===== src/hdl/lcs_pkg.sv =====
// ----------------------------------------------------------------------------
// lcs_pkg
// Shared types, codes and constants of the LED cue sequencer with crossfade.
// ----------------------------------------------------------------------------
package lcs_pkg;

	// default sizes of the show and cue stores
	localparam int SHOW_COUNT_DEF    = 8;
	localparam int CUES_PER_SHOW_DEF = 16;

	// command codes
	localparam logic [3:0] CMD_TICK   = 4'd0;
	localparam logic [3:0] CMD_START  = 4'd1;
	localparam logic [3:0] CMD_STOP   = 4'd2;
	localparam logic [3:0] CMD_PAUSE  = 4'd3;
	localparam logic [3:0] CMD_RESUME = 4'd4;
	localparam logic [3:0] CMD_TRIG   = 4'd5;
	localparam logic [3:0] CMD_WRCUE  = 4'd6;
	localparam logic [3:0] CMD_WRHDR  = 4'd7;
	localparam logic [3:0] CMD_MASTER = 4'd8;

	// stop modes on the input side
	localparam logic [1:0] MODE_RESTORE = 2'd0;
	localparam logic [1:0] MODE_OFF     = 2'd1;
	localparam logic [1:0] MODE_LEAVE   = 2'd2;

	// stop actions on the output side
	localparam logic [1:0] ACT_NONE    = 2'd0;
	localparam logic [1:0] ACT_RESTORE = 2'd1;
	localparam logic [1:0] ACT_BLANK   = 2'd2;
	localparam logic [1:0] ACT_LEAVE   = 2'd3;

	// fade phases
	localparam logic [1:0] FADE_NONE = 2'd0;
	localparam logic [1:0] FADE_OUT  = 2'd1;
	localparam logic [1:0] FADE_IN   = 2'd2;

	// cue duration that waits for the effect-done flag
	localparam logic [15:0] DUR_EFFECT = 16'hFFFF;
	// brightness scaling: (master * level + 127) / 255
	localparam logic [7:0] LEVEL_FULL  = 8'd255;
	localparam logic [7:0] ROUND_HALF  = 8'd127;
	localparam logic [25:0] ELAPSED_MAX = 26'h3FFFFFF;
	localparam logic [15:0] FADE_EL_MAX = 16'hFFFF;

	typedef struct packed {
		logic [3:0]  cmd;
		logic [3:0]  show_number;
		logic [4:0]  cue_number;
		logic        effect_done;
		logic [7:0]  master_level;
		logic [15:0] duration_s;
		logic [15:0] fade_time_ms;
		logic [7:0]  cue_level;
		logic [1:0]  show_flags;
		logic [3:0]  next_show;
		logic [1:0]  stop_mode;
	} item_t;

	typedef struct packed {
		logic [7:0] brightness_out;
		logic       running;
		logic       frozen;
		logic [3:0] active_show;
		logic [3:0] active_cue;
		logic       cue_applied;
		logic [1:0] stop_action;
		logic       accepted;
	} result_t;

	// show header entry
	typedef struct packed {
		logic [4:0] count;
		logic [3:0] next;
		logic       loop;
		logic       en;
	} hdr_t;

	// cue entry
	typedef struct packed {
		logic [15:0] dur;
		logic [15:0] fade;
		logic [7:0]  lvl;
	} cue_t;

	// request to the serial multiply-divide unit: (a * b + addend) / divisor
	typedef struct packed {
		logic [7:0]  a;
		logic [15:0] b;
		logic [7:0]  addend;
		logic [15:0] divisor;
	} mdu_req_t;

endpackage


===== src/hdl/lcs_serial_muldiv.sv =====
// ----------------------------------------------------------------------------
// lcs_serial_muldiv
// Bit-serial (a * b + addend) / divisor: 8 shift-add steps, then 24 restoring
// divide steps. Returns the low 8 quotient bits with a one-cycle done pulse.
// ----------------------------------------------------------------------------
module lcs_serial_muldiv (
	input  logic              clk,
	input  logic              arst_n,
	input  logic              start,
	input  lcs_pkg::mdu_req_t req,
	output logic              done,
	output logic [7:0]        quo
);

	localparam logic [1:0] PH_IDLE = 2'd0;
	localparam logic [1:0] PH_MUL  = 2'd1;
	localparam logic [1:0] PH_DIV  = 2'd2;

	logic [1:0]  ph_q;
	logic [4:0]  cnt_q;
	logic [7:0]  a_q;
	logic [23:0] bsh_q;
	logic [23:0] acc_q;
	logic [15:0] d_q;
	logic [15:0] rem_q;
	logic        done_q;

	logic [16:0] trial;
	logic        fits;

	// one restoring divide step
	assign trial = {rem_q, acc_q[23]};
	assign fits  = trial >= {1'b0, d_q};

	always_ff @(posedge clk or negedge arst_n) begin
		if (!arst_n) begin
			ph_q   <= PH_IDLE;
			cnt_q  <= '0;
			a_q    <= '0;
			bsh_q  <= '0;
			acc_q  <= '0;
			d_q    <= '0;
			rem_q  <= '0;
			done_q <= 1'b0;
		end else begin
			done_q <= 1'b0;
			case (ph_q)
				PH_IDLE: begin
					if (start) begin
						a_q   <= req.a;
						bsh_q <= {8'd0, req.b};
						acc_q <= {16'd0, req.addend};
						d_q   <= req.divisor;
						cnt_q <= '0;
						ph_q  <= PH_MUL;
					end
				end
				PH_MUL: begin
					if (a_q[0]) begin
						acc_q <= acc_q + bsh_q;
					end
					a_q   <= a_q >> 1;
					bsh_q <= bsh_q << 1;
					cnt_q <= cnt_q + 5'd1;
					if (cnt_q == 5'd7) begin
						cnt_q <= '0;
						rem_q <= '0;
						ph_q  <= PH_DIV;
					end
				end
				PH_DIV: begin
					rem_q <= fits ? 16'(trial - {1'b0, d_q}) : trial[15:0];
					acc_q <= {acc_q[22:0], fits};
					cnt_q <= cnt_q + 5'd1;
					if (cnt_q == 5'd23) begin
						done_q <= 1'b1;
						ph_q   <= PH_IDLE;
					end
				end
				default: ph_q <= PH_IDLE;
			endcase
		end
	end

	assign done = done_q;
	assign quo  = acc_q[7:0];

endmodule


===== config.mk =====
export PLATFORM = sky130hd
export DESIGN_NAME = lcs_serial_muldiv
export DESIGN_NICKNAME = d
export VERILOG_FILES = /design/src/hdl/lcs_pkg.sv /design/src/hdl/lcs_serial_muldiv.sv
export SDC_FILE = /design/constraint.sdc
export NUM_CORES = 1
export LEC_CHECK = 0
export BUFFER_PORTS_ARGS = -buffer_cell sky130_fd_sc_hd__clkbuf_2
export CORE_MARGIN = 5
export CORE_UTILIZATION = 60
export DETAILED_ROUTE_END_ITERATION = 8
export GPL_TIMING_DRIVEN = 0
export PLACE_DENSITY_LB_ADDON = 0.25
export SYNTH_ARGS = -nofsm -noshare
export SYNTH_HDL_FRONTEND = slang
export SYNTH_SLANG_ARGS = --single-unit

===== constraint.sdc =====
create_clock -name clk -period 3.5 [get_ports clk]
set_clock_uncertainty 0.2 [all_clocks]
set_input_delay 0.35 -clock clk [delete_from_list [all_inputs] [get_ports clk]]
set_output_delay 0.35 -clock clk [all_outputs]
set_load 0.02 [all_outputs]

; Word level (Yosys, flattened, before mapping)
; Index checks and enable logic that the tools add are counted.
[totals]
register_bits = 96
inputBits = 51
out_inout_bits = 9
word_cells = 49
[classes]
add_sub_neg = 3
magnitude_cmp = 1
n_eq_ne = 8
mux = 19
reduce_logical = 10
[op_table]
columns = operator, n
row1 = $mux 24, 3
row2 = $pmux 24 s3, 1
row3 = $pmux 24 s2, 1
row4 = $mux 16, 2
row5 = $pmux 16 s2, 1
row6 = $add 24x24->24, 1
row7 = $ge 17x16->1, 1
row8 = $pmux 8 s2, 1
row9 = $sub 16x16->16, 1
row10 = $pmux 5 s3, 1
row11 = $mux 5, 2
row12 = $mux 8, 1
row13 = $ne 2x2->1 const B, 4
row14 = $reduce_and 2->1, 4
row15 = $mux 2, 3
row16 = $pmux 2 s3, 1
row17 = $reduce_and 3->1, 2
row18 = $add 5x1->5 const B, 1
row19 = $eq 5x3->1 const B, 1
row20 = $eq 5x5->1 const B, 1
row21 = $reduce_bool 2->1, 2
row22 = $reduce_bool 3->1, 1
row23 = $eq 2x1->1 const B, 1
row24 = $eq 2x2->1 const B, 1
row25 = other kinds (2), 3

; Depth between registers and ports, before layout
; Gate-level depths: netlist of the first run.
[depth]
ltp_word = 3
ltp_mapped = 11
ltp_nobuf = 11

; Least setup slack after synthesis of the first run
; Ideal clock, no wire load.
[synth_path]
path_type = reg-to-reg
startpoint = register acc_q[0]
endpoint = register acc_q[20]
setup_time_ns = 0.131
t_arrival_ns = 2.408
t_required_ns = 3.169
setup_slack_ns = 0.761
stages_incl_launch_ff = 10
path_buffers = 0
period_less_slack_ns = 2.739
path_cell_list = dfrtp_1 -> ha_1 -> fa_1 -> a21o_1 -> a311oi_1 -> o31ai_1 -> o211a_2 -> a311oi_1 -> xor2_1 -> o21ai_1
[synth_between]
elab_chain_len = 3
[synth_lines]
columns = item, line
row1 = "start, declared", lcs_serial_muldiv.sv:23  ; logic [23:0] acc_q;
row2 = "start signal, assigned", lcs_serial_muldiv.sv:52  ; acc_q <= {16'd0, req.addend};
row3 = "start signal, assigned", lcs_serial_muldiv.sv:60  ; acc_q <= acc_q + bsh_q;
row4 = "start signal, assigned", lcs_serial_muldiv.sv:73  ; acc_q <= {acc_q[22:0], fits};
row5 = $add 24x24->24, lcs_serial_muldiv.sv:60
row6 = $mux 24, lcs_serial_muldiv.sv:59  ; if (a_q[0]) begin
row7 = $pmux 24 s3, lcs_serial_muldiv.sv:47  ; case (ph_q)
; Every way passes these cells. The select of a mux whose other input is x is not followed.
; A chain may end at the register's enable or synchronous reset.

; Final worst setup path of the first run
; Ends and elaborated chain as after synthesis.

==> impl_metrics.csv, run 1 <==
group,metric,value,unit
clock_network,cts_buffers,9,
clock_network,cts_hold_buffers,3,
synth,synthCells,691,
floorplan,ioPinCount,60,
cells_and_area,area_growth_syn_to_layout,11.80,%
synth,avgSynthCellArea,9.164,um2
clock_network,cts_resized,0,
synth,synth_seq_cells,96,
cells_and_area,drive_gt1_share,14.55,%
clock_network,cts_setup_buffers,0,
cells_and_area,antennaDiodeCount,0,
floorplan,die_y,112.7,um
timing,setup_tns,0,ps
setup_path,end_kind,"flop",
worst_hold_path,min_to,"d_q[2]",
outcome,status,"finished, final reports clean",
floorplan,die_x,112.7,um
global_routing,grt_overflow_total,0,
placement,port-buffer-count,59,
setup_path,criticalPathCategory,"flop to flop",
worst_hold_path,worstHoldPathType,"primary input to flop",
synth,synth_edf_count,0,
cells_and_area,fillers,817,
setup_path,timing.rr.end,"acc_q[20]",
setup_path,critPathRequiredTime,3540,ps
global_routing,grt_pass1_vias,5568,
detailed_routing,vias,5509,
worst_hold_path,holdCritStartpoint,"req[2]",
placement,hpwl,11520,um
detailed_routing,first_pass_iters,5,
timing,finalHoldViolCount,0,
power,irDropWorstVdd,0.4996,mV
global_routing,grt_pass1_wl,26420,um
synth,synth_area,6332,um2
floorplan,core_region_area,10320,um2
run,max-cap-violations,0,
clock_network,clock_latency,370,ps
detailed_routing,wl_per_cell,16.79,um
setup_path,crit_arrival,3180,ps
power,p_per_area,836.5,nW/um2
detailed_routing,drtAntennaViolNets,0,
setup_path,worstPathMaxFanout,6,
cells_and_area,utilization,68.57,%
global_routing,grt_usage,24.89,%
placement,dp.cells,887,
setup_path,crit_path_start_kind,"flop",
global_routing,grt_max_degree,56,
detailed_routing,via_per_inst,6.081,
synth,yosys_warnings,0,
synth,synth_area_leaders,"dfrtp_1, ha_1, o21ai_0, nand2_1, mux2i_1",
synth,synth-seq-area-share,37.94,%
timing,fin_crit_sh,89.54,%
setup_path,r2r_start,"acc_q[0]",
timing,fin_crit,3134,ps
synth,synth_fp_nets,788,
synth,ys_top_cells_by_count,"dfrtp_1, nand2_1, o21ai_0",
floorplan,num_rows,37,
detailed_routing,first_iter_violations,511,
timing,maxSlewViolCount,0,
timing,slew_headroom,49.60,%
synth,ys_types,61,
floorplan,initial_core_util,61.34,%
synth,synth_flop_cell,"dfrtp_1",
clock_network,path_clk_slew,100,ps
detailed_routing,drt_wl_total,15210,um
worst_hold_path,min_path_cells,2,
clock_network,cts_max_level,3,
synth,synth_area_leader_cell,"dfrtp_1",
clock_network,clock_sinks,96,
floorplan,dieArea,12710,um2
setup_path,ff2ff_setup_slack,370,ps
synth,yosys.cell_count.top_type,"dfrtp_1",
timing,tightest_slew,756.0,ps
synth,synth_top_area_share,37.94,%
cells_and_area,nNetsFinal,862,
clock_network,clockBufferDepth,2,
timing,finalSetupViolations,0,
placement,gp_congestion,0.8905,
timing,fmax,319.1,MHz
setup_path,reg2reg_depth,9,
cells_and_area,finalNonFillerCells,906,
clock_network,cts_root_buf,"clkbuf_8",
global_routing,antenna_found_initial,0,
detailed_routing,drc,0,
synth,async_reset_ff_share,100.0,%
clock_network,cts_tree,"yes",
power,leakagePower,3.325,nW
timing,rsz0062_at_grt,"false",
how the worst max path moves through the flow:
stage	slack (ps)	to	cells after the start	startpoint
final	370	acc_q[20]	9	acc_q[0]
after global routing	190	acc_q[13]	8	ph_q[1]
after CTS	370	acc_q[20]	9	acc_q[0]
after detailed placement	390	acc_q[20]	9	acc_q[0]
after global placement	420	acc_q[20]	9	acc_q[0]
after floorplan	760	acc_q[20]	9	acc_q[0]
final cells by class:
cell class              instances  area [um2]  share of cell area (%)
clock buffers                  11       141.4                   1.997
clock inverters                 5       80.08                   1.131
flip-flops and latches         96        2402                   33.93
well taps                     136       170.2                   2.404
multi-input cells             528        3601                   50.87
inverters                      27       101.3                   1.432
repair buffers                 63       355.3                   5.019
plain buffers                  40       227.7                   3.217
sequential cells by signal, indices dropped and copies added (netlist names):
register,cells
d_q,16
bsh_q,24
a_q,8
rem_q,16
acc_q,24
ph_q,2
done,1
cnt_q,5
through the flow:
step	setup WS (ps)	hold WS [ps]	area, um2	total power [mW]
CTS	373.8	0.4919	7079	5.898
global route	190.2	5.074	7079	6.395
detailed placement	393.6	226.1	6828	5.052
global placement	422.0	266.4	6798	4.908
floorplan	761.4	-145.6	6332	4.216
finish	365.9	5.818	7079	5.922
critical path, stage by stage, from the launching register on:
cell	delay, ps
dfrtp_1	430
ha_1	260
fa_1	420
a21o_1	210
a311oi_1	370
o31ai_1	210
o211a_2	330
a311oi_1	310
xor2_1	180
o21ai_1	80
cells in the final DEF (no fill, tap or decap), types with 16 or more instances in the layout:
cell      count
a21o_1       17
a21oi_1      37
clkbuf_1     23
clkbuf_2     58
dfrtp_1      96
ha_1         44
inv_1        26
mux2_2       16
mux2i_1      28
nand2_1      83
nand3_1      21
nor2_1       33
o21ai_0      69
xnor2_1      16
xor2_1       16
power breakdown:
part / leakage, nW / total (mW) / internal [mW] / switching (mW)
combinational: 1.97 / 3.32 / 1.32 / 2.00
sequential: 1.25 / 1.77 / 1.47 / 0.299
clock: 0.106 / 0.832 / 0.422 / 0.411
per-layer routing:
| metal | wire length [um] | track usage, % |
|---|---|---|
| met1 | 6500 | 32.10 |
| met2 | 7657 | 42.93 |
| met3 | 732 | 3.155 |
| met4 | 322 | 9.135 |
| met5 | 0 | 0 |
cells by family after synthesis:
group                    share of synthesized area [%]
adder cells (fa/ha/maj)                          9.326
XOR/XNOR                                         4.426
multiplexers                                     7.271
AND/OR/NAND/NOR                                  13.12
buffers and inverters                            5.197
AO/OA/AOI/OAI                                    22.72
flip-flops                                       37.94
No activity file was read; power rests on OpenSTA's default activity.
==> run 2: changes to the inputs <==
--- a/config.mk
+++ b/config.mk
@@ -10,7 +10,8 @@
 export CORE_UTILIZATION = 60
 export DETAILED_ROUTE_END_ITERATION = 8
 export GPL_TIMING_DRIVEN = 0
-export PLACE_DENSITY_LB_ADDON = 0.25
+export PLACE_DENSITY = 0.8
+export REMOVE_ABC_BUFFERS = 1
 export SYNTH_ARGS = -nofsm -noshare
 export SYNTH_HDL_FRONTEND = slang
 export SYNTH_SLANG_ARGS = --single-unit
==> run 2 against run 1 <==
Sequential power about the same. Highest routed layer unchanged. Sequential share of layout area is 0.16 points higher. Critical endpoint is now rem_q[7]. Cell count decreased by 2.9%. Sequential cell count unchanged. Global-route usage shrank 1.9 points. Critical path type unchanged. Die area unchanged. Maximum frequency down 0.73%. First-iteration DRC count is 50% lower. Register-to-register slack worse by 20 ps. Wire length decreased by 5.8%. Largest cell class unchanged. Non-clock buffer count is 26 lower. Worst hold slack improved by 18 ps.
==> impl_metrics.csv, run 2 (synthesis gave the netlist of run 1 again) <==
group,metric,value,unit
detailed_routing,wl_met3,593,um
power,p_per_area,817.7,nW/um2
floorplan,num_rows,37,
timing,fin_ws,342.8,ps
cells_and_area,fillers,826,
timing,maxSlewViolCount,0,
clock_network,path_clk_slew,90,ps
clock_network,clock_latency,370,ps
timing,rsz0062_at_grt,"false",
power,irDropWorstVdd,0.5956,mV
setup_path,criticalPathCategory,"flop to flop",
placement,port-buffer-count,59,
detailed_routing,first_pass_iters,4,
setup_path,critPathRequiredTime,3540,ps
global_routing,grt_overflow_total,0,
floorplan,die_y,112.7,um
placement,post-place-ws,1.329,ps
timing,finalSetupViolations,0,
cells_and_area,drive_gt1_share,13.71,%
worst_hold_path,worstHoldPathType,"primary input to flop",
clock_network,cts_tree,"yes",
global_routing,antenna_found_initial,0,
floorplan,core_region_area,10320,um2
detailed_routing,drtAntennaViolNets,0,
detailed_routing,via_per_inst,6.032,
timing,tightest_slew,1282,ps
clock_network,cts_root_buf,"clkbuf_8",
detailed_routing,drt-met1-wl,5972,um
clock_network,cts_buffers,9,
floorplan,dieArea,12710,um2
clock_network,clockBufferDepth,2,
cells_and_area,nNetsFinal,836,
power,p_sw_share,44.90,%
timing,fmax,316.7,MHz
floorplan,initial_core_util,61.34,%
power,p_switching,2.587,mW
detailed_routing,drt_wl_total,14340,um
floorplan,die_x,112.7,um
placement,hpwl,10130,um
power,p_int,3.175,mW
global_routing,grt_pass1_vias,5424,
global_routing,grt_max_degree,51,
detailed_routing,vias,5308,
timing,setup_tns,0,ps
timing,fin_crit_sh,90.20,%
power,leakagePower,3.298,nW
floorplan,ioPinCount,60,
run,max-cap-violations,0,
power,combPwrFrac,55.6,%
detailed_routing,top_layer_used,"met4",
setup_path,crit_arrival,3200,ps
cells_and_area,final_common_cell,"dfrtp_1",
setup_path,end_kind,"flop",
placement,gp_congestion,0.9120,
timing,finalHoldViolCount,0,
timing,fin_crit,3157,ps
detailed_routing,wl_per_cell,16.29,um
setup_path,worstPathMaxFanout,31,
power,power,5.762,mW
power,power_frac_clock,13.8,%
global_routing,grt_pass1_wl,24400,um
global_routing,grt_usage,23.02,%
cells_and_area,top_regs,"acc_q (24), bsh_q (24)",
setup_path,crit_path_start_kind,"flop",
clock_network,clock_sinks,96,
power,p_seq_share,30.6,%
cells_and_area,final_cell_mix,"dfrtp_1, nand2_1, o21ai_0, clkbuf_2, ha_1",
detailed_routing,met2_length,7559,um
detailed_routing,drc,0,
clock_network,cts_max_level,3,
cells_and_area,utilization,68.26,%
outcome,status,"finished, final reports clean",
cells_and_area,area_growth_syn_to_layout,11.28,%
timing,slew_headroom,13.98,%
cells_and_area,antennaDiodeCount,0,
detailed_routing,first_iter_violations,256,
-- run 2: cell types whose count changed in the layout (fill, tap and decap cells not counted), moves of 2 or more --
cell and change:
clkbuf_8 -4, buf_2 -2, clkbuf_1 -21, buf_1 -2, buf_4 -10, dlygate4sd3_1 +11, buf_16 +2
-- run 2: final cells by class --
| cell class | count | area, um2 | area share (%) |
|---|---|---|---|
| Clock buffer | 11 | 131.4 | 1.864 |
| Clock inverter | 5 | 81.33 | 1.154 |
| Inverter | 27 | 101.3 | 1.438 |
| Multi-Input combinational cell | 528 | 3620 | 51.37 |
| Sequential cell | 96 | 2402 | 34.09 |
| Tap cell | 136 | 170.2 | 2.415 |
| Timing Repair Buffer | 77 | 540.5 | 7.670 |
-- run 2: repair_timing --
item,CTS,global route
setup endpoints to repair,3,0
hold buffers,12,2
hold endpoints to repair,57,2
buffers inserted,0,0
gates resized for setup,1,0
-- run 2: worst max-delay path, cell delays in order, from the launching register on --
cell,delay [ps]
dfrtp_1,420
ha_1,270
or4_1,520
o21ai_1,380
o311a_1,270
a22o_2,610
mux2i_1,270
o21ai_1,70
-- run 2: per-layer routing --
metal,up-vias,GRT usage [%]
li1,2588,-
met1,2583,27.02
met2,112,42.50
met3,25,4.118
met4,0,7.212
met5,-,0
-- run 2: final timing paths --
kind | depth (start not counted) | to | startpoint | slack, ps
setup / recovery | 7 | rem_q[7] | rem_q[4] | 340
hold / removal | 2 | d_q[10] | req[10] | 20
max in group asynchronous | 3 | acc_q[13] | arst_n | 2040
min in group asynchronous | 2 | rem_q[14] | arst_n | 380
hold reg to reg | 2 | a_q[6] | a_q[6] | 300
setup reg to reg | 7 | rem_q[7] | rem_q[4] | 340
-- run 2: per-stage QoR --
step | cell area, um2 | instances | hold slack (ps)
global route | 7047 | 880 | 10.52
floorplan | 6105 | 651 | -145.6
finish | 7047 | 880 | 23.75
CTS | 7027 | 878 | 5.386
global placement | 6570 | 846 | 260.9
detailed placement | 6693 | 850 | 262.3
-- run 2: power groups by stage --
stage                     combinational [mW]  clock (mW)  sequential (mW)
after floorplan                         2.28           0             1.75
after global placement                  2.90           0             1.76
after detailed placement                3.16           0             1.78
after CTS                               3.19       0.816             1.76
after global routing                    3.54       0.863             1.82
final                                   3.20       0.798             1.76
